--- src/hdl/ccf_pkg.sv ---
// Shared types and constants for the chat colour code filter.
package ccf_pkg;

   localparam int MaxRes = 8;
   localparam int IdxW   = 3;
   localparam int CountW = 4;
   localparam int QDepth = 2;
   localparam int QPtrW  = 1;
   localparam int QCntW  = 2;

   typedef struct packed {
      logic [MaxRes-1:0][7:0] data;
      logic [CountW-1:0]      count;
      logic                   fin;
   } rec_type;

endpackage

--- src/hdl/ccf_req_if.sv ---
// Input channel: one text byte per transfer with its end-of-message flag.
interface ccf_req_if;
   logic       valid;
   logic       ready;
   logic [7:0] text_byte;
   logic       final_byte;

   modport source (output valid, output text_byte, output final_byte, input ready);
   modport sink (input valid, input text_byte, input final_byte, output ready);
endinterface

--- src/hdl/ccf_rsp_if.sv ---
// Result channel: one output byte per transfer with its flags.
interface ccf_rsp_if;
   logic       valid;
   logic       ready;
   logic [7:0] out_byte;
   logic       byte_valid;
   logic       end_of_text;

   modport source (output valid, output out_byte, output byte_valid, output end_of_text,
                   input ready);
   modport sink (input valid, input out_byte, input byte_valid, input end_of_text,
                 output ready);
endinterface

--- src/hdl/chat_colour_code_filter_top.sv ---
// Top level of the chat colour code filter.
// Rewrites a chat byte stream: colour, bold, reset, reverse and underline codes become
// percent sequences (or are removed in strip mode); outside strip mode, percent and
// backslash are escaped and a slash before a bar is doubled. The front end takes one
// input byte per cycle while its two-entry list queue has room; the back end sends one
// result byte per cycle while the result channel is ready, and an input byte makes 0 to
// 8 result bytes. The single-byte output port of the back end sets the sustained rate.
// Write the registers only while idle.
module chat_colour_code_filter_top
   import ccf_pkg::*;
(
   input  logic       clock,
   input  logic       reset,
   ccf_req_if.sink    req_ch,
   ccf_rsp_if.source  rsp_ch,
   input  logic       csr_wr_en,
   input  logic [1:0] csr_index,
   input  logic [0:0] csr_wr_data
);

   logic    q_push;
   logic    q_full;
   logic    q_pop;
   logic    q_nonempty;
   rec_type q_data;
   rec_type q_head;

   ccf_front u_front (
      .clock       (clock),
      .reset       (reset),
      .req_ch      (req_ch),
      .csr_wr_en   (csr_wr_en),
      .csr_index   (csr_index),
      .csr_wr_data (csr_wr_data),
      .q_full      (q_full),
      .q_push      (q_push),
      .q_data      (q_data)
   );

   ccf_queue u_queue (
      .clock     (clock),
      .reset     (reset),
      .push      (q_push),
      .push_data (q_data),
      .full      (q_full),
      .pop       (q_pop),
      .nonempty  (q_nonempty),
      .head      (q_head)
   );

   ccf_back u_back (
      .clock      (clock),
      .reset      (reset),
      .q_nonempty (q_nonempty),
      .q_head     (q_head),
      .q_pop      (q_pop),
      .rsp_ch     (rsp_ch)
   );

endmodule

--- src/hdl/ccf_front.sv ---
// Front end: config registers, code parser and output byte list builder.
module ccf_front
   import ccf_pkg::*;
(
   input  logic          clock,
   input  logic          reset,
   ccf_req_if.sink       req_ch,
   input  logic          csr_wr_en,
   input  logic [1:0]    csr_index,
   input  logic [0:0]    csr_wr_data,
   input  logic          q_full,
   output logic          q_push,
   output rec_type       q_data
);

   typedef enum logic [7:0] {
      PH_IDLE    = 8'b0000_0001,
      PH_START   = 8'b0000_0010,
      PH_FG1     = 8'b0000_0100,
      PH_FG2     = 8'b0000_1000,
      PH_COMMA_N = 8'b0001_0000,
      PH_COMMA_F = 8'b0010_0000,
      PH_BG1_N   = 8'b0100_0000,
      PH_BG1_F   = 8'b1000_0000
   } phase_type;

   localparam logic [1:0] RegFilterMode  = 2'd0;
   localparam logic [1:0] RegDropColours = 2'd1;
   localparam logic [1:0] RegAppendReset = 2'd2;

   localparam logic [7:0] ChColour = 8'h03;
   localparam logic [7:0] ChBold   = 8'h02;
   localparam logic [7:0] ChReset  = 8'h0f;
   localparam logic [7:0] ChRev1   = 8'h12;
   localparam logic [7:0] ChRev2   = 8'h16;
   localparam logic [7:0] ChUnder  = 8'h1f;
   localparam logic [7:0] ChPct    = 8'h25;
   localparam logic [7:0] ChBslash = 8'h5c;
   localparam logic [7:0] ChSlash  = 8'h2f;
   localparam logic [7:0] ChBar    = 8'h7c;
   localparam logic [7:0] ChComma  = 8'h2c;
   localparam logic [7:0] ChZero   = 8'h30;
   localparam logic [7:0] ChNine   = 8'h39;
   localparam logic [7:0] ChLowN   = 8'h6e;
   localparam logic [7:0] ChUpT    = 8'h54;
   localparam logic [7:0] ChUpV    = 8'h56;
   localparam logic [7:0] ChUpU    = 8'h55;

   logic      mode_ff, mode_in;
   logic      drop_ff, drop_in;
   logic      app_ff, app_in;
   phase_type phase_ff, phase_in;
   logic [3:0] fore_ff, fore_in;
   logic [3:0] back_ff, back_in;
   logic      slash_ff, slash_in;

   logic      accept;
   rec_type   rec;

   function automatic logic [7:0] fore_letter(input logic [3:0] i);
      logic [7:0] c;
      case (i)
         4'd0:    c = "W";
         4'd1:    c = "k";
         4'd2:    c = "b";
         4'd3:    c = "g";
         4'd4:    c = "r";
         4'd5:    c = "y";
         4'd6:    c = "p";
         4'd7:    c = "R";
         4'd8:    c = "Y";
         4'd9:    c = "G";
         4'd10:   c = "c";
         4'd11:   c = "C";
         4'd12:   c = "B";
         4'd13:   c = "P";
         4'd14:   c = "K";
         default: c = "w";
      endcase
      return c;
   endfunction

   function automatic logic [7:0] back_letter(input logic [3:0] i);
      logic [7:0] c;
      case (i)
         4'd0:    c = "x";
         4'd1:    c = "l";
         4'd2:    c = "e";
         4'd3:    c = "h";
         4'd4:    c = "s";
         4'd5:    c = "z";
         4'd6:    c = "q";
         4'd7:    c = "s";
         4'd8:    c = "z";
         4'd9:    c = "h";
         4'd10:   c = "d";
         4'd11:   c = "d";
         4'd12:   c = "e";
         4'd13:   c = "q";
         4'd14:   c = "l";
         default: c = "x";
      endcase
      return c;
   endfunction

   function automatic rec_type put_byte(input rec_type r, input logic [7:0] b);
      rec_type o;
      o = r;
      if (o.count < CountW'(MaxRes)) begin
         o.data[o.count[IdxW-1:0]] = b;
         o.count = o.count + 1'b1;
      end
      return o;
   endfunction

   function automatic rec_type close_code(input rec_type r, input phase_type ph,
                                          input logic [3:0] fv, input logic [3:0] bv,
                                          input logic emit);
      rec_type o;
      o = r;
      if (emit && ph != PH_IDLE) begin
         if (ph == PH_START) begin
            o = put_byte(o, ChPct);
            o = put_byte(o, ChLowN);
         end else begin
            if (ph == PH_FG1 || ph == PH_FG2 || ph == PH_COMMA_F || ph == PH_BG1_F) begin
               o = put_byte(o, ChPct);
               o = put_byte(o, fore_letter(fv));
            end
            if (ph == PH_COMMA_N || ph == PH_COMMA_F || ph == PH_BG1_N || ph == PH_BG1_F)
            begin
               o = put_byte(o, ChPct);
               o = put_byte(o, back_letter(bv));
            end
         end
      end
      return o;
   endfunction

   function automatic logic [3:0] times_ten_add(input logic [3:0] v, input logic [3:0] d);
      logic [6:0] t;
      t = {v, 3'b000} + {2'b00, v, 1'b0};
      return t[3:0] + d;
   endfunction

   assign accept       = req_ch.valid && req_ch.ready;
   assign req_ch.ready = !q_full;

   always_comb begin
      logic [7:0] b;
      logic       digit;
      logic [3:0] d;
      logic       consumed;
      logic       emit;
      logic       was_slash;
      b         = req_ch.text_byte;
      digit     = (b >= ChZero) && (b <= ChNine);
      d         = digit ? b[3:0] : 4'd0;
      consumed  = 1'b1;
      emit      = !mode_ff && !drop_ff;
      rec       = '0;
      phase_in  = phase_ff;
      fore_in   = fore_ff;
      back_in   = back_ff;
      slash_in  = slash_ff;
      was_slash = 1'b0;
      case (phase_ff)
         PH_START: begin
            if (digit) begin
               fore_in  = d;
               phase_in = PH_FG1;
            end else if (b == ChComma) begin
               back_in  = 4'd0;
               phase_in = PH_COMMA_N;
            end else begin
               consumed = 1'b0;
            end
         end
         PH_FG1: begin
            if (digit) begin
               fore_in  = times_ten_add(fore_ff, d);
               phase_in = PH_FG2;
            end else if (b == ChComma) begin
               back_in  = 4'd0;
               phase_in = PH_COMMA_F;
            end else begin
               consumed = 1'b0;
            end
         end
         PH_FG2: begin
            if (b == ChComma) begin
               back_in  = 4'd0;
               phase_in = PH_COMMA_F;
            end else begin
               consumed = 1'b0;
            end
         end
         PH_COMMA_N, PH_COMMA_F: begin
            if (digit) begin
               back_in  = d;
               phase_in = (phase_ff == PH_COMMA_N) ? PH_BG1_N : PH_BG1_F;
            end else begin
               consumed = 1'b0;
            end
         end
         PH_BG1_N, PH_BG1_F: begin
            if (digit) begin
               back_in  = times_ten_add(back_ff, d);
               rec      = close_code(rec, phase_ff, fore_in, back_in, emit);
               phase_in = PH_IDLE;
            end else begin
               consumed = 1'b0;
            end
         end
         default: begin
            consumed = 1'b0;
         end
      endcase

      if (consumed) begin
         slash_in = 1'b0;
      end else begin
         if (phase_in != PH_IDLE) begin
            rec      = close_code(rec, phase_in, fore_in, back_in, emit);
            phase_in = PH_IDLE;
         end
         was_slash = slash_in;
         slash_in  = (b == ChSlash);
         if (b == ChColour) begin
            phase_in = PH_START;
            fore_in  = 4'd0;
            back_in  = 4'd0;
            slash_in = 1'b0;
         end else if (mode_ff) begin
            if (!(b == ChBold || b == ChReset || b == ChRev1 || b == ChRev2 || b == ChUnder))
               rec = put_byte(rec, b);
         end else begin
            case (b)
               ChBold: begin
                  rec = put_byte(rec, ChPct);
                  rec = put_byte(rec, ChUpT);
               end
               ChReset: begin
                  rec = put_byte(rec, ChPct);
                  rec = put_byte(rec, ChLowN);
               end
               ChRev1, ChRev2: begin
                  rec = put_byte(rec, ChPct);
                  rec = put_byte(rec, ChUpV);
               end
               ChUnder: begin
                  rec = put_byte(rec, ChPct);
                  rec = put_byte(rec, ChUpU);
               end
               ChPct: begin
                  rec = put_byte(rec, ChBslash);
                  rec = put_byte(rec, ChPct);
               end
               ChBslash: begin
                  rec = put_byte(rec, ChBslash);
                  rec = put_byte(rec, ChBslash);
               end
               default: begin
                  if (b == ChBar && was_slash)
                     rec = put_byte(rec, ChSlash);
                  rec = put_byte(rec, b);
               end
            endcase
         end
      end

      if (req_ch.final_byte) begin
         if (phase_in != PH_IDLE)
            rec = close_code(rec, phase_in, fore_in, back_in, emit);
         if (!mode_ff && app_ff) begin
            rec = put_byte(rec, ChPct);
            rec = put_byte(rec, ChLowN);
         end
         phase_in = PH_IDLE;
         fore_in  = 4'd0;
         back_in  = 4'd0;
         slash_in = 1'b0;
      end
      rec.fin = req_ch.final_byte;
   end

   assign q_push = accept && (rec.count != '0 || req_ch.final_byte);
   assign q_data = rec;

   always_comb begin
      mode_in = mode_ff;
      drop_in = drop_ff;
      app_in  = app_ff;
      if (csr_wr_en) begin
         case (csr_index)
            RegFilterMode:  mode_in = csr_wr_data[0];
            RegDropColours: drop_in = csr_wr_data[0];
            RegAppendReset: app_in  = csr_wr_data[0];
            default: begin
            end
         endcase
      end
   end

   always_ff @(posedge clock) begin
      if (reset) begin
         mode_ff  <= 1'b0;
         drop_ff  <= 1'b0;
         app_ff   <= 1'b0;
         phase_ff <= PH_IDLE;
         fore_ff  <= 4'd0;
         back_ff  <= 4'd0;
         slash_ff <= 1'b0;
      end else begin
         mode_ff <= mode_in;
         drop_ff <= drop_in;
         app_ff  <= app_in;
         if (accept) begin
            phase_ff <= phase_in;
            fore_ff  <= fore_in;
            back_ff  <= back_in;
            slash_ff <= slash_in;
         end
      end
   end

`ifndef SYNTH
   a_fin_idle: assert property (@(posedge clock) disable iff (reset)
      accept && req_ch.final_byte |=> phase_ff == PH_IDLE && !slash_ff)
      else $error("parser not idle after message end");
   a_no_push_full: assert property (@(posedge clock) disable iff (reset)
      q_push |-> !q_full)
      else $error("push into full queue");
   a_start_clear: assert property (@(posedge clock) disable iff (reset)
      phase_ff == PH_START |-> fore_ff == 4'd0 && back_ff == 4'd0 && !slash_ff)
      else $error("colour code opened with stale values");
`endif

endmodule

--- src/hdl/ccf_queue.sv ---
// Two-entry queue of output byte lists between the front and back ends.
module ccf_queue
   import ccf_pkg::*;
(
   input  logic    clock,
   input  logic    reset,
   input  logic    push,
   input  rec_type push_data,
   output logic    full,
   input  logic    pop,
   output logic    nonempty,
   output rec_type head
);

   rec_type           entry_ff [QDepth];
   logic [QPtrW-1:0]  wr_ptr_ff, wr_ptr_in;
   logic [QPtrW-1:0]  rd_ptr_ff, rd_ptr_in;
   logic [QCntW-1:0]  count_ff, count_in;

   assign full     = (count_ff == QCntW'(QDepth));
   assign nonempty = (count_ff != '0);
   assign head     = entry_ff[rd_ptr_ff];

   always_comb begin
      wr_ptr_in = push ? wr_ptr_ff + 1'b1 : wr_ptr_ff;
      rd_ptr_in = pop ? rd_ptr_ff + 1'b1 : rd_ptr_ff;
      count_in  = count_ff + QCntW'(push) - QCntW'(pop);
   end

   always_ff @(posedge clock) begin
      if (push)
         entry_ff[wr_ptr_ff] <= push_data;
   end

   always_ff @(posedge clock) begin
      if (reset) begin
         wr_ptr_ff <= '0;
         rd_ptr_ff <= '0;
         count_ff  <= '0;
      end else begin
         wr_ptr_ff <= wr_ptr_in;
         rd_ptr_ff <= rd_ptr_in;
         count_ff  <= count_in;
      end
   end

endmodule

--- src/hdl/ccf_back.sv ---
// Back end: walks one byte list and sends its bytes on the result channel.
module ccf_back
   import ccf_pkg::*;
(
   input  logic      clock,
   input  logic      reset,
   input  logic      q_nonempty,
   input  rec_type   q_head,
   output logic      q_pop,
   ccf_rsp_if.source rsp_ch
);

   rec_type          cur_ff, cur_in;
   logic [IdxW-1:0]  idx_ff, idx_in;
   logic             busy_ff, busy_in;
   logic             last;
   logic             xfer;

   assign xfer  = rsp_ch.valid && rsp_ch.ready;
   assign last  = (cur_ff.count == '0) ||
                  ({1'b0, idx_ff} == cur_ff.count - 1'b1);
   assign q_pop = q_nonempty && (!busy_ff || (xfer && last));

   assign rsp_ch.valid       = busy_ff;
   assign rsp_ch.byte_valid  = (cur_ff.count != '0);
   assign rsp_ch.out_byte    = (cur_ff.count != '0) ? cur_ff.data[idx_ff] : 8'd0;
   assign rsp_ch.end_of_text = cur_ff.fin && last;

   always_comb begin
      cur_in  = cur_ff;
      idx_in  = idx_ff;
      busy_in = busy_ff;
      if (q_pop) begin
         cur_in  = q_head;
         idx_in  = '0;
         busy_in = 1'b1;
      end else if (xfer) begin
         if (last)
            busy_in = 1'b0;
         else
            idx_in = idx_ff + 1'b1;
      end
   end

   always_ff @(posedge clock) begin
      cur_ff <= cur_in;
   end

   always_ff @(posedge clock) begin
      if (reset) begin
         idx_ff  <= '0;
         busy_ff <= 1'b0;
      end else begin
         idx_ff  <= idx_in;
         busy_ff <= busy_in;
      end
   end

`ifndef SYNTH
   a_bare_is_end: assert property (@(posedge clock) disable iff (reset)
      busy_ff && !rsp_ch.byte_valid |-> rsp_ch.end_of_text)
      else $error("bare marker not at message end");
   a_idx_range: assert property (@(posedge clock) disable iff (reset)
      busy_ff && cur_ff.count != '0 |-> {1'b0, idx_ff} < cur_ff.count)
      else $error("byte index beyond list");
   a_stall_hold: assert property (@(posedge clock) disable iff (reset)
      busy_ff && !rsp_ch.ready |=> $stable(idx_ff) && busy_ff)
      else $error("list position moved while stalled");
`endif

endmodule
--- src/flat_wrapper.sv ---
// flat-port wrapper written by rule: the top's interface ports become plain ports
module chat_colour_code_filter_top_flat import ccf_pkg::*;
  (clock, reset, csr_wr_en, csr_index, csr_wr_data, req_ch_valid, req_ch_text_byte, req_ch_final_byte, req_ch_ready, rsp_ch_valid, rsp_ch_out_byte, rsp_ch_byte_valid, rsp_ch_end_of_text, rsp_ch_ready);
  ccf_req_if req_ch_i ();
  ccf_rsp_if rsp_ch_i ();
  input  logic clock;
  input  logic reset;
  input  logic csr_wr_en;
  input  logic [1:0] csr_index;
  input  logic [0:0] csr_wr_data;
  input wire logic [$bits(req_ch_i.valid)-1:0] req_ch_valid;
  input wire logic [$bits(req_ch_i.text_byte)-1:0] req_ch_text_byte;
  input wire logic [$bits(req_ch_i.final_byte)-1:0] req_ch_final_byte;
  output wire logic [$bits(req_ch_i.ready)-1:0] req_ch_ready;
  output wire logic [$bits(rsp_ch_i.valid)-1:0] rsp_ch_valid;
  output wire logic [$bits(rsp_ch_i.out_byte)-1:0] rsp_ch_out_byte;
  output wire logic [$bits(rsp_ch_i.byte_valid)-1:0] rsp_ch_byte_valid;
  output wire logic [$bits(rsp_ch_i.end_of_text)-1:0] rsp_ch_end_of_text;
  input wire logic [$bits(rsp_ch_i.ready)-1:0] rsp_ch_ready;
  assign req_ch_i.valid = req_ch_valid;
  assign req_ch_i.text_byte = req_ch_text_byte;
  assign req_ch_i.final_byte = req_ch_final_byte;
  assign req_ch_ready = req_ch_i.ready;
  assign rsp_ch_valid = rsp_ch_i.valid;
  assign rsp_ch_out_byte = rsp_ch_i.out_byte;
  assign rsp_ch_byte_valid = rsp_ch_i.byte_valid;
  assign rsp_ch_end_of_text = rsp_ch_i.end_of_text;
  assign rsp_ch_i.ready = rsp_ch_ready;
  chat_colour_code_filter_top u_core (.clock(clock), .reset(reset), .req_ch(req_ch_i), .rsp_ch(rsp_ch_i), .csr_wr_en(csr_wr_en), .csr_index(csr_index), .csr_wr_data(csr_wr_data));
endmodule
--- config.mk ---
export PLATFORM = sky130hd
export DESIGN_NAME = chat_colour_code_filter_top_flat
export DESIGN_NICKNAME = d
export VERILOG_FILES = /design/src/hdl/ccf_pkg.sv /design/src/hdl/ccf_req_if.sv /design/src/hdl/ccf_rsp_if.sv /design/src/hdl/chat_colour_code_filter_top.sv /design/src/hdl/ccf_front.sv /design/src/hdl/ccf_queue.sv /design/src/hdl/ccf_back.sv /design/src/flat_wrapper.sv
export SDC_FILE = /design/constraint.sdc
export NUM_CORES = 1
export LEC_CHECK = 0
export ABC_AREA = 1
export CAP_MARGIN = 20
export CELL_PAD_IN_SITES_DETAIL_PLACEMENT = 0
export CELL_PAD_IN_SITES_GLOBAL_PLACEMENT = 2
export CORE_MARGIN = 4
export CORE_UTILIZATION = 42
export DETAILED_ROUTE_END_ITERATION = 12
export DONT_BUFFER_PORTS = 1
export MAX_ROUTING_LAYER = met4
export PLACE_DENSITY = 0.92
export SYNTH_ARGS = -nofsm -noshare
export SYNTH_HDL_FRONTEND = slang
export SYNTH_SLANG_ARGS = --single-unit
export TNS_END_PERCENT = 1
--- constraint.sdc ---
create_clock -name clock -period 35.6 [get_ports clock]
set_clock_uncertainty 0.05 [all_clocks]
set_input_delay 1.78 -clock clock [delete_from_list [all_inputs] [get_ports clock]]
set_output_delay 1.78 -clock clock [all_outputs]
set_load 0.1 [all_outputs]
Word level (Yosys, flattened, before mapping). Memories as Yosys holds them, arrays and structs flattened. A register that Yosys moved wholly into a read port is not among the register bits. Index checks and enable logic that the tools add are counted. W data, S select, Z words.

RAM bits: 138. Logic and storage cells: 577. Memories kept: 7. Flip-flop bits (word level): 28. Bits in read-only memories: 528. Input port bits: 17. Output and inout port bits: 12.

Memory list: u_core.u_queue.entry_ff (words 2, bits a word 69, read ports 1, clocked after memory_dff 1, wr ports 1, line ccf_queue.sv:15) `rec_type entry_ff [QDepth];`; (name not given) (words 16, bits a word 6, read ports 1, clocked after memory_dff 1, wr ports 0, line ccf_front.sv:62) `case (i)`; (name not given) (words 16, bits a word 6, read ports 1, clocked after memory_dff 0, wr ports 0, line ccf_front.sv:62); (name not given) (words 16, bits a word 6, read ports 1, clocked after memory_dff 0, wr ports 0, line ccf_front.sv:62); (name not given) (words 16, bits a word 5, read ports 1, clocked after memory_dff 0, wr ports 0, line ccf_front.sv:85) `case (i)`; (name not given) (words 16, bits a word 5, read ports 1, clocked after memory_dff 0, wr ports 0, line ccf_front.sv:85); +1 memories.

Bitwise operators: 58. Mux-type cells: 267. Magnitude comparators: 75. Reduce and logical (&&, ||, !) cells: 85. Add/subtract/negate cells: 34. Equal/unequal tests: 39.

Operators by type and width (number): $mux W68 (86); $mux W69 (41); $demux W8 S3 (24); $mux W8 (67); $bwmux W64 (8); $pmux W69 S6 (1); $and A40 B40 Y40 (9); $not A40 Y40 (9); $or A24 B24 Y24 (9); $or A40 B40 Y40 (5); $not A24 Y24 (6); $and A32 B32 Y32 (4); $not A32 Y32 (4); $or A32 B32 Y32 (4); $and A24 B24 Y24 (5); $mux W12 (9); $lt A3 B4 Y1 const B (25); $add A4 B1 Y4 const B (24); $lt A4 B4 Y1 const B (24); $ge A3 B1 Y1 const B (24); $mux W4 (15); $eq A8 B5 Y1 const B (6); $eq A8 B6 Y1 const B (6); $eq A8 B2 Y1 const B (5); 36 further kinds (138).

Depth between registers and ports, before layout.
Depth in word-level cells: 180. Depth in mapped cells: 69. Mapped depth without buffers: 67.

Hierarchy. A second synthesis with hierarchy kept.

Cell total of the unflattened synthesis: 2293. Area, all modules: 17764.5 sq um.

By module, submodules not included: ccf_front (cells each 1802, instances 1, area an instance 9502.9 sq um, sequential area each 520.5 sq um); ccf_queue (cells each 246, instances 1, area an instance 5245.0 sq um, sequential area each 4244.1 sq um); ccf_back (cells each 245, instances 1, area an instance 3016.6 sq um, sequential area each 2152.1 sq um).

Worst setup path after synthesis. OpenSTA, ideal clock, no wires.

Path kind: input-to-reg. Start: input req_ch_text_byte[3]. End: memory u_core.u_queue.entry_ff[0][0] (netlist name), enable pin. Stages on the path: 60. Buffers on the path: 1. Slack: 23447 ps. Setup time: 496 ps. Data arrival time: 11607 ps. Required time: 35054 ps. Cells stage by stage: buf_6 nand2_4 nand2_2 inv_2 nand2_8 nor2_4 nand2_2 inv_1 nand2_1 inv_1 ha_1 nand2_4 ha_1 a21oi_1 nand2_1 nand3_1 nand2_1 ha_1 [24 not listed] ha_1 inv_1 nand3_1 nand2_1 inv_1 nand2_1 nand2_1 nand2_1 nand2_2 ha_1 nand2_2 nand2_4 nand4_1 nand3_1 nand2_1 nand2_1 nand2_1 nor2_1.

Cells in the longest elaborated chain, start to end: 86. Elaborated cells on any way between the ends: 219. Those cells by class: add/sub (20); order compare (22); eq/ne (26); mux (127); reduce/logical (24).

RTL lines: from (decl) (line flat_wrapper.sv:12) `input wire logic [$bits(req_ch_i.text_byte)-1:0] req_ch_text_byte;`; $ge A8 B6 Y1 or $le A8 B6 Y1 (tied branches) (line ccf_front.sv:157) `digit = (b >= ChZero) && (b <= ChNine);`; $logic_and A1 B1 Y1 (line ccf_front.sv:157); $mux W69 (line ccf_front.sv:207) `if (digit) begin`; $mux W69 (line ccf_front.sv:167) `case (phase_ff)`; $add A4 B1 Y4 or $lt A4 B4 Y1 (tied branches) (line ccf_front.sv:111, ccf_front.sv:109); $mux W68 (line ccf_front.sv:109) `if (o.count < CountW'(MaxRes)) begin`; $mux W68 (line ccf_front.sv:126) `if (ph == PH_FG1 || ph == PH_FG2 || ph == PH_COMMA_F || ph == PH_BG1_F) begin`; $mux W68 (line ccf_front.sv:122) `if (ph == PH_START) begin`; [70 not listed]; $mux W68 (line ccf_front.sv:109); $mux W69 (line ccf_front.sv:275) `if (!mode_ff && app_ff) begin`; $mux W69 (*) (line ccf_front.sv:272) `if (req_ch.final_byte) begin`; $reduce_bool A4 Y1 (*) (line ccf_front.sv:287) `assign q_push = accept && (rec.count != '0 || req_ch.final_byte);`; $logic_or A1 B1 Y1 (*) (line ccf_front.sv:287); $logic_and A1 B1 Y1 (*) (line ccf_front.sv:287); $mux W1 (*) (line ccf_queue.sv:31) `if (push)`; $mux W1 (not written as such) (*) (line ccf_queue.sv:32) `entry_ff[wr_ptr_ff] <= push_data;`; to (decl) (line ccf_queue.sv:15).

Every way passes the cells marked *; elsewhere a longest branch is shown, timed or not. The select of a mux whose other input is x is not followed.

Worst setup path in the final report.
Start: register u_core.u_front.phase_ff[5]. End: memory u_core.u_queue.entry_ff[0][49] (netlist name), enable pin.

Cells in the longest elaborated chain, start to end: 105. Elaborated cells on any way between the ends: 236. Those cells by class: add/sub (22); order compare (22); eq/ne (24); mux (140); reduce/logical (28).

RTL lines: from (decl) (line ccf_front.sv:52) `phase_type phase_ff, phase_in;`; from (signal assigned) (line ccf_front.sv:319) `phase_ff <= phase_in;`; $eq A8 B3 Y1 or $eq A8 B4 Y1 (tied branches) (line ccf_front.sv:126, ccf_front.sv:167); $logic_or A1 B1 Y1 (3 in series) (line ccf_front.sv:126); $mux W69 (line ccf_front.sv:126); $mux W69 (line ccf_front.sv:122); $mux W69 (line ccf_front.sv:121) `if (emit && ph != PH_IDLE) begin`; $mux W69 (line ccf_front.sv:207); $mux W69 (line ccf_front.sv:167); $add A4 B1 Y4 or $lt A4 B4 Y1 (tied branches) (line ccf_front.sv:111, ccf_front.sv:109); [87 not listed]; $mux W68 (line ccf_front.sv:109); $mux W69 (line ccf_front.sv:275); $mux W69 (*) (line ccf_front.sv:272); $reduce_bool A4 Y1 (*) (line ccf_front.sv:287); $logic_or A1 B1 Y1 (*) (line ccf_front.sv:287); $logic_and A1 B1 Y1 (*) (line ccf_front.sv:287); $mux W1 (*) (line ccf_queue.sv:31); $mux W1 (not written as such) (*) (line ccf_queue.sv:32).

Marked as above.

==> out/summary.md <==
## Status
* outcome: complete, no violations

## Placed design
* final HPWL from detailed placement: 50.9 mm
* Post-Place Worst Slack: 24.32 ns
* count of buffers from port buffering: 0
* gpl congestion: 0.995
* placed inst area: 0.0183 sq mm
* Placed Cells: 2890

## Setup path
* crit end category: flip-flop
* slowest cell on the critical path: sky130_fd_sc_hd__buf_4
* worst endpoint required time: 35.70 ns
* critical-path maximum fanout: 69
* stage delay of the slowest cell on the critical path: 0.70 ns
* Crit path top cell by count: sky130_fd_sc_hd__nand2_1
* minimum setup slack among reg-to-reg paths: 24.79 ns
* WP data arrival: 10.90 ns
* Worst Path Class, Setup: reg -> reg
* reg-to-reg endpoint: u_core.u_queue.entry_ff[0][49]
* kind of launch point of the worst setup path: flip-flop
* RR Startpoint: u_core.u_front.phase_ff[5]
* cell count of the worst reg-to-reg path: 62

## Synth
* area share of the largest cell type after synthesis: 0.351
* Netlist Area Pre-Place: 0.0177 sq mm
* number of register bits inferred by synthesis: 241
* most area-consuming cells after synthesis: sky130_fd_sc_hd__edfxtp_1 (35%), sky130_fd_sc_hd__nand2_1 (13%), sky130_fd_sc_hd__o21ai_0 (6.8%), sky130_fd_sc_hd__nor2_1 (5.4%), sky130_fd_sc_hd__inv_1 (5.4%)
* most repeated cell in the gate-level netlist after synthesis: sky130_fd_sc_hd__nand2_1
* library cell with the largest summed area after synthesis: sky130_fd_sc_hd__edfxtp_1
* number of library cell types mapped by synthesis: 70
* synthesis warning total: 0
* average size of a mapped cell: 7.35 sq um
* count of flip-flops with a built-in enable after synthesis: 207
* share of synthesized area occupied by flip-flops and latches: 0.389
* number of instances in the synthesized netlist: 2411
* Most used DFF post-synth: sky130_fd_sc_hd__edfxtp_1
* list of most frequent post-synthesis cells: sky130_fd_sc_hd__nand2_1 (606), sky130_fd_sc_hd__nor2_1 (255), sky130_fd_sc_hd__inv_1 (253), sky130_fd_sc_hd__o21ai_0 (242), sky130_fd_sc_hd__edfxtp_1 (207)
* share of async-settable or async-resettable flops after synthesis: 0

## Drt
* detailed-route vias per instance: 5.67
* Routed Antenna Nets: 0
* Iteration-0 DRC Markers: 1578
* number of vias in the routed layout: 16700
* total DRC errors in the routed layout: 0
* drt first pass iters: 6
* average wire per standard cell: 22.4 um
* Total Routed Length: 65.7 mm

## Clock network
* total clock buffers created by CTS: 25
* CTS tree: yes
* clock-pin slew reported for the worst setup and hold paths after clock tree synthesis: 0.06 ns
* clock root cell: sky130_fd_sc_hd__clkbuf_16
* Clock Latency Late Sink: 0.56 ns
* post_cts resized: 0
* total clock sinks: 241
* H-tree Lvls: 1
* Hold-fix buffers, CTS: 0
* post-CTS repair timing setup buffer count: 0
* maximum buffer depth of the clock tree: 3

## STA
* worst slew slack as a fraction of its limit: 0.298
* Total Negative Setup Slacks: 0 ns
* RSZ-0062 raised after global routing: no
* worst setup slack after layout: 24.79 ns
* final critical delay including setup and external delays: 10.81 ns
* number of hold violations in the final report: 0
* final hold slack: 0.419 ns
* Peak Freq: 0.0925 GHz
* share of the clock period used by the worst path after layout: 0.304
* # setup viols final: 0
* max-slew violation count: 0
* pin slew with the least headroom to its limit: 1.05 ns

## Cells and area
* Post-Route Utilization: 0.465
* number of fillers in the final layout: 4227
* fraction of final layout cells sized beyond drive strength 1: 0.0982
* Design Area, Final: 0.0192 sq mm
* non-filler cells, final: 2936
* Layout Nets: 2460
* area added between synthesis and finish: 8.48%

## Worst hold path
* startpoint of the lowest-slack hold path: u_core.u_back.idx_ff[2]
* count of cells along the worst hold path: 2
* class of the tightest hold or removal check: reg -> reg
* worst min-delay path endpoint: u_core.u_back.idx_ff[2]

## Global routing
* maximum number of pins on one net before global-route repair: 75
* GR Layer Usage met1: 0.363
* GRT busiest layer: met2
* overall overflow remaining after global route: 0
* global routing met2 resource utilization: 0.510
* global router's overall resource usage: 0.293
* number of global-route vias before repair: 15700
* met3 track utilization from global routing: 0.0252
* global-route wire length before repair: 98.3 mm
* number of antenna violations at the first check in global routing: 1

## Floorplan
* effective utilization at floorplan: 0.429
* number of core rows: 74
* core area: 0.0413 sq mm
* number of placed I/O pins: 29
* Vert. Die Dim: 213 um
* Die Area: 0.0455 sq mm
* die width: 213 um

## Job
* max capacitance violation total: 0

## Pwr
* static power due to leakage: 8.32 nW
* highest ir drop seen on vdd: 0.0545 mV
* ratio of total power to cell area: 53.0 mW/mm^2
* post-layout total power: 1.02 mW

==> worst max-delay path by stage <==
stage / start / endpoint / slack [ns] / cells past startpoint
finish: u_core.u_front.phase_ff[5] / u_core.u_queue.entry_ff[0][49] / 24.79 / 62
global route: u_core.u_front.phase_ff[5] / u_core.u_queue.entry_ff[0][32] / 24.10 / 62
CTS: u_core.u_front.phase_ff[5] / u_core.u_queue.entry_ff[0][30] / 24.79 / 62
detailed placement: req_ch_text_byte[6] / u_core.u_queue.entry_ff[0][52] / 24.32 / 60
global placement: req_ch_text_byte[6] / u_core.u_queue.entry_ff[0][52] / 24.52 / 61
floorplan: req_ch_text_byte[3] / u_core.u_queue.entry_ff[0][0] / 23.45 / 60
==> per-layer routing <==
metal	part of all wire	vias to the layer above
li1	-	8080
met1	0.41	7919
met2	0.50	545
met3	0.051	108
met4	0.038	0
met5	0	-
==> registers in the layout (all words and copies together) (netlist names), 2 cells and up, named ones only <==
signal / cells
u_core.u_queue.entry_ff: 138
u_core.u_back.cur_ff: 69
u_core.u_front.phase_ff: 8
u_core.u_front.back_ff: 4
u_core.u_front.fore_ff: 4
u_core.u_back.idx_ff: 3
u_core.u_queue.count_ff: 2
==> kinds of logic (layout without fill, tap and decap cells) <==
logic type | Yosys count | in the layout | synth area share
buffers and inverters | 385 | 370 | 0.0854
other | 1 | 9 | 0.000212
xor gates and xnor gates | 15 | 15 | 0.00742
muxes | 1 | 1 | 0.000565
AOI/OAI and AO/OA | 581 | 581 | 0.192
adders and majority gates | 58 | 58 | 0.0410
and+or+nand+nor | 1129 | 1129 | 0.284
DFF | 241 | 241 | 0.389
==> layout make-up <==
cell class	instances	area, sq um	area share
multi-input combinational	1792	9410	0.490
sequential	241	6900	0.359
inverter	296	1120	0.0585
tap	532	666	0.0346
clock buffer	28	637	0.0331
clock inverter	17	259	0.0135
timing repair buffer	29	218	0.0113
antenna	1	2.50	0.000130
==> power by group <==
group | leakage, nW | internal [mW] | total [mW] | switching, mW
Sequential | 2.25 | 0.406 | 0.439 | 0.0338
Combinational | 5.64 | 0.0690 | 0.294 | 0.225
Clock | 0.432 | 0.174 | 0.284 | 0.111
Total | 8.32 | 0.648 | 1.02 | 0.370
==> layout by cell type, fill, tap and decap left out, types with 8 or more instances in the layout <==
cell type,n
sky130_fd_sc_hd__nand2_1,606
sky130_fd_sc_hd__inv_1,251
sky130_fd_sc_hd__nor2_1,251
sky130_fd_sc_hd__o21ai_0,242
sky130_fd_sc_hd__edfxtp_1,207
sky130_fd_sc_hd__a21oi_1,123
sky130_fd_sc_hd__nand3_1,99
sky130_fd_sc_hd__ha_1,58
sky130_fd_sc_hd__nand2_2,38
sky130_fd_sc_hd__dfxtp_1,33
sky130_fd_sc_hd__inv_2,32
sky130_fd_sc_hd__o22ai_1,29
sky130_fd_sc_hd__buf_4,29
sky130_fd_sc_hd__nor3_1,27
sky130_fd_sc_hd__a31oi_1,27
sky130_fd_sc_hd__o211ai_1,26
sky130_fd_sc_hd__o21ai_1,26
sky130_fd_sc_hd__clkbuf_16,25
sky130_fd_sc_hd__nor2_4,21
sky130_fd_sc_hd__nand4_1,20
sky130_fd_sc_hd__nor2_2,18
sky130_fd_sc_hd__a22oi_1,15
sky130_fd_sc_hd__nand2_4,14
sky130_fd_sc_hd__a211oi_1,14
sky130_fd_sc_hd__clkinv_1,12
sky130_fd_sc_hd__xnor2_1,9
sky130_fd_sc_hd__nand3_2,8
sky130_fd_sc_hd__a31oi_2,8
sky130_fd_sc_hd__conb_1,8
==> critical path, delay by kind of cell, from the launching register on <==
kind	cells	cell delay [ns]
and+or+nand+nor	40	5.04
adders and majority gates	10	2.98
buffers and inverters	10	1.44
DFF	1	0.47
AOI/OAI and AO/OA	2	0.30
Note: power is estimated with default switching activity, not from simulation.
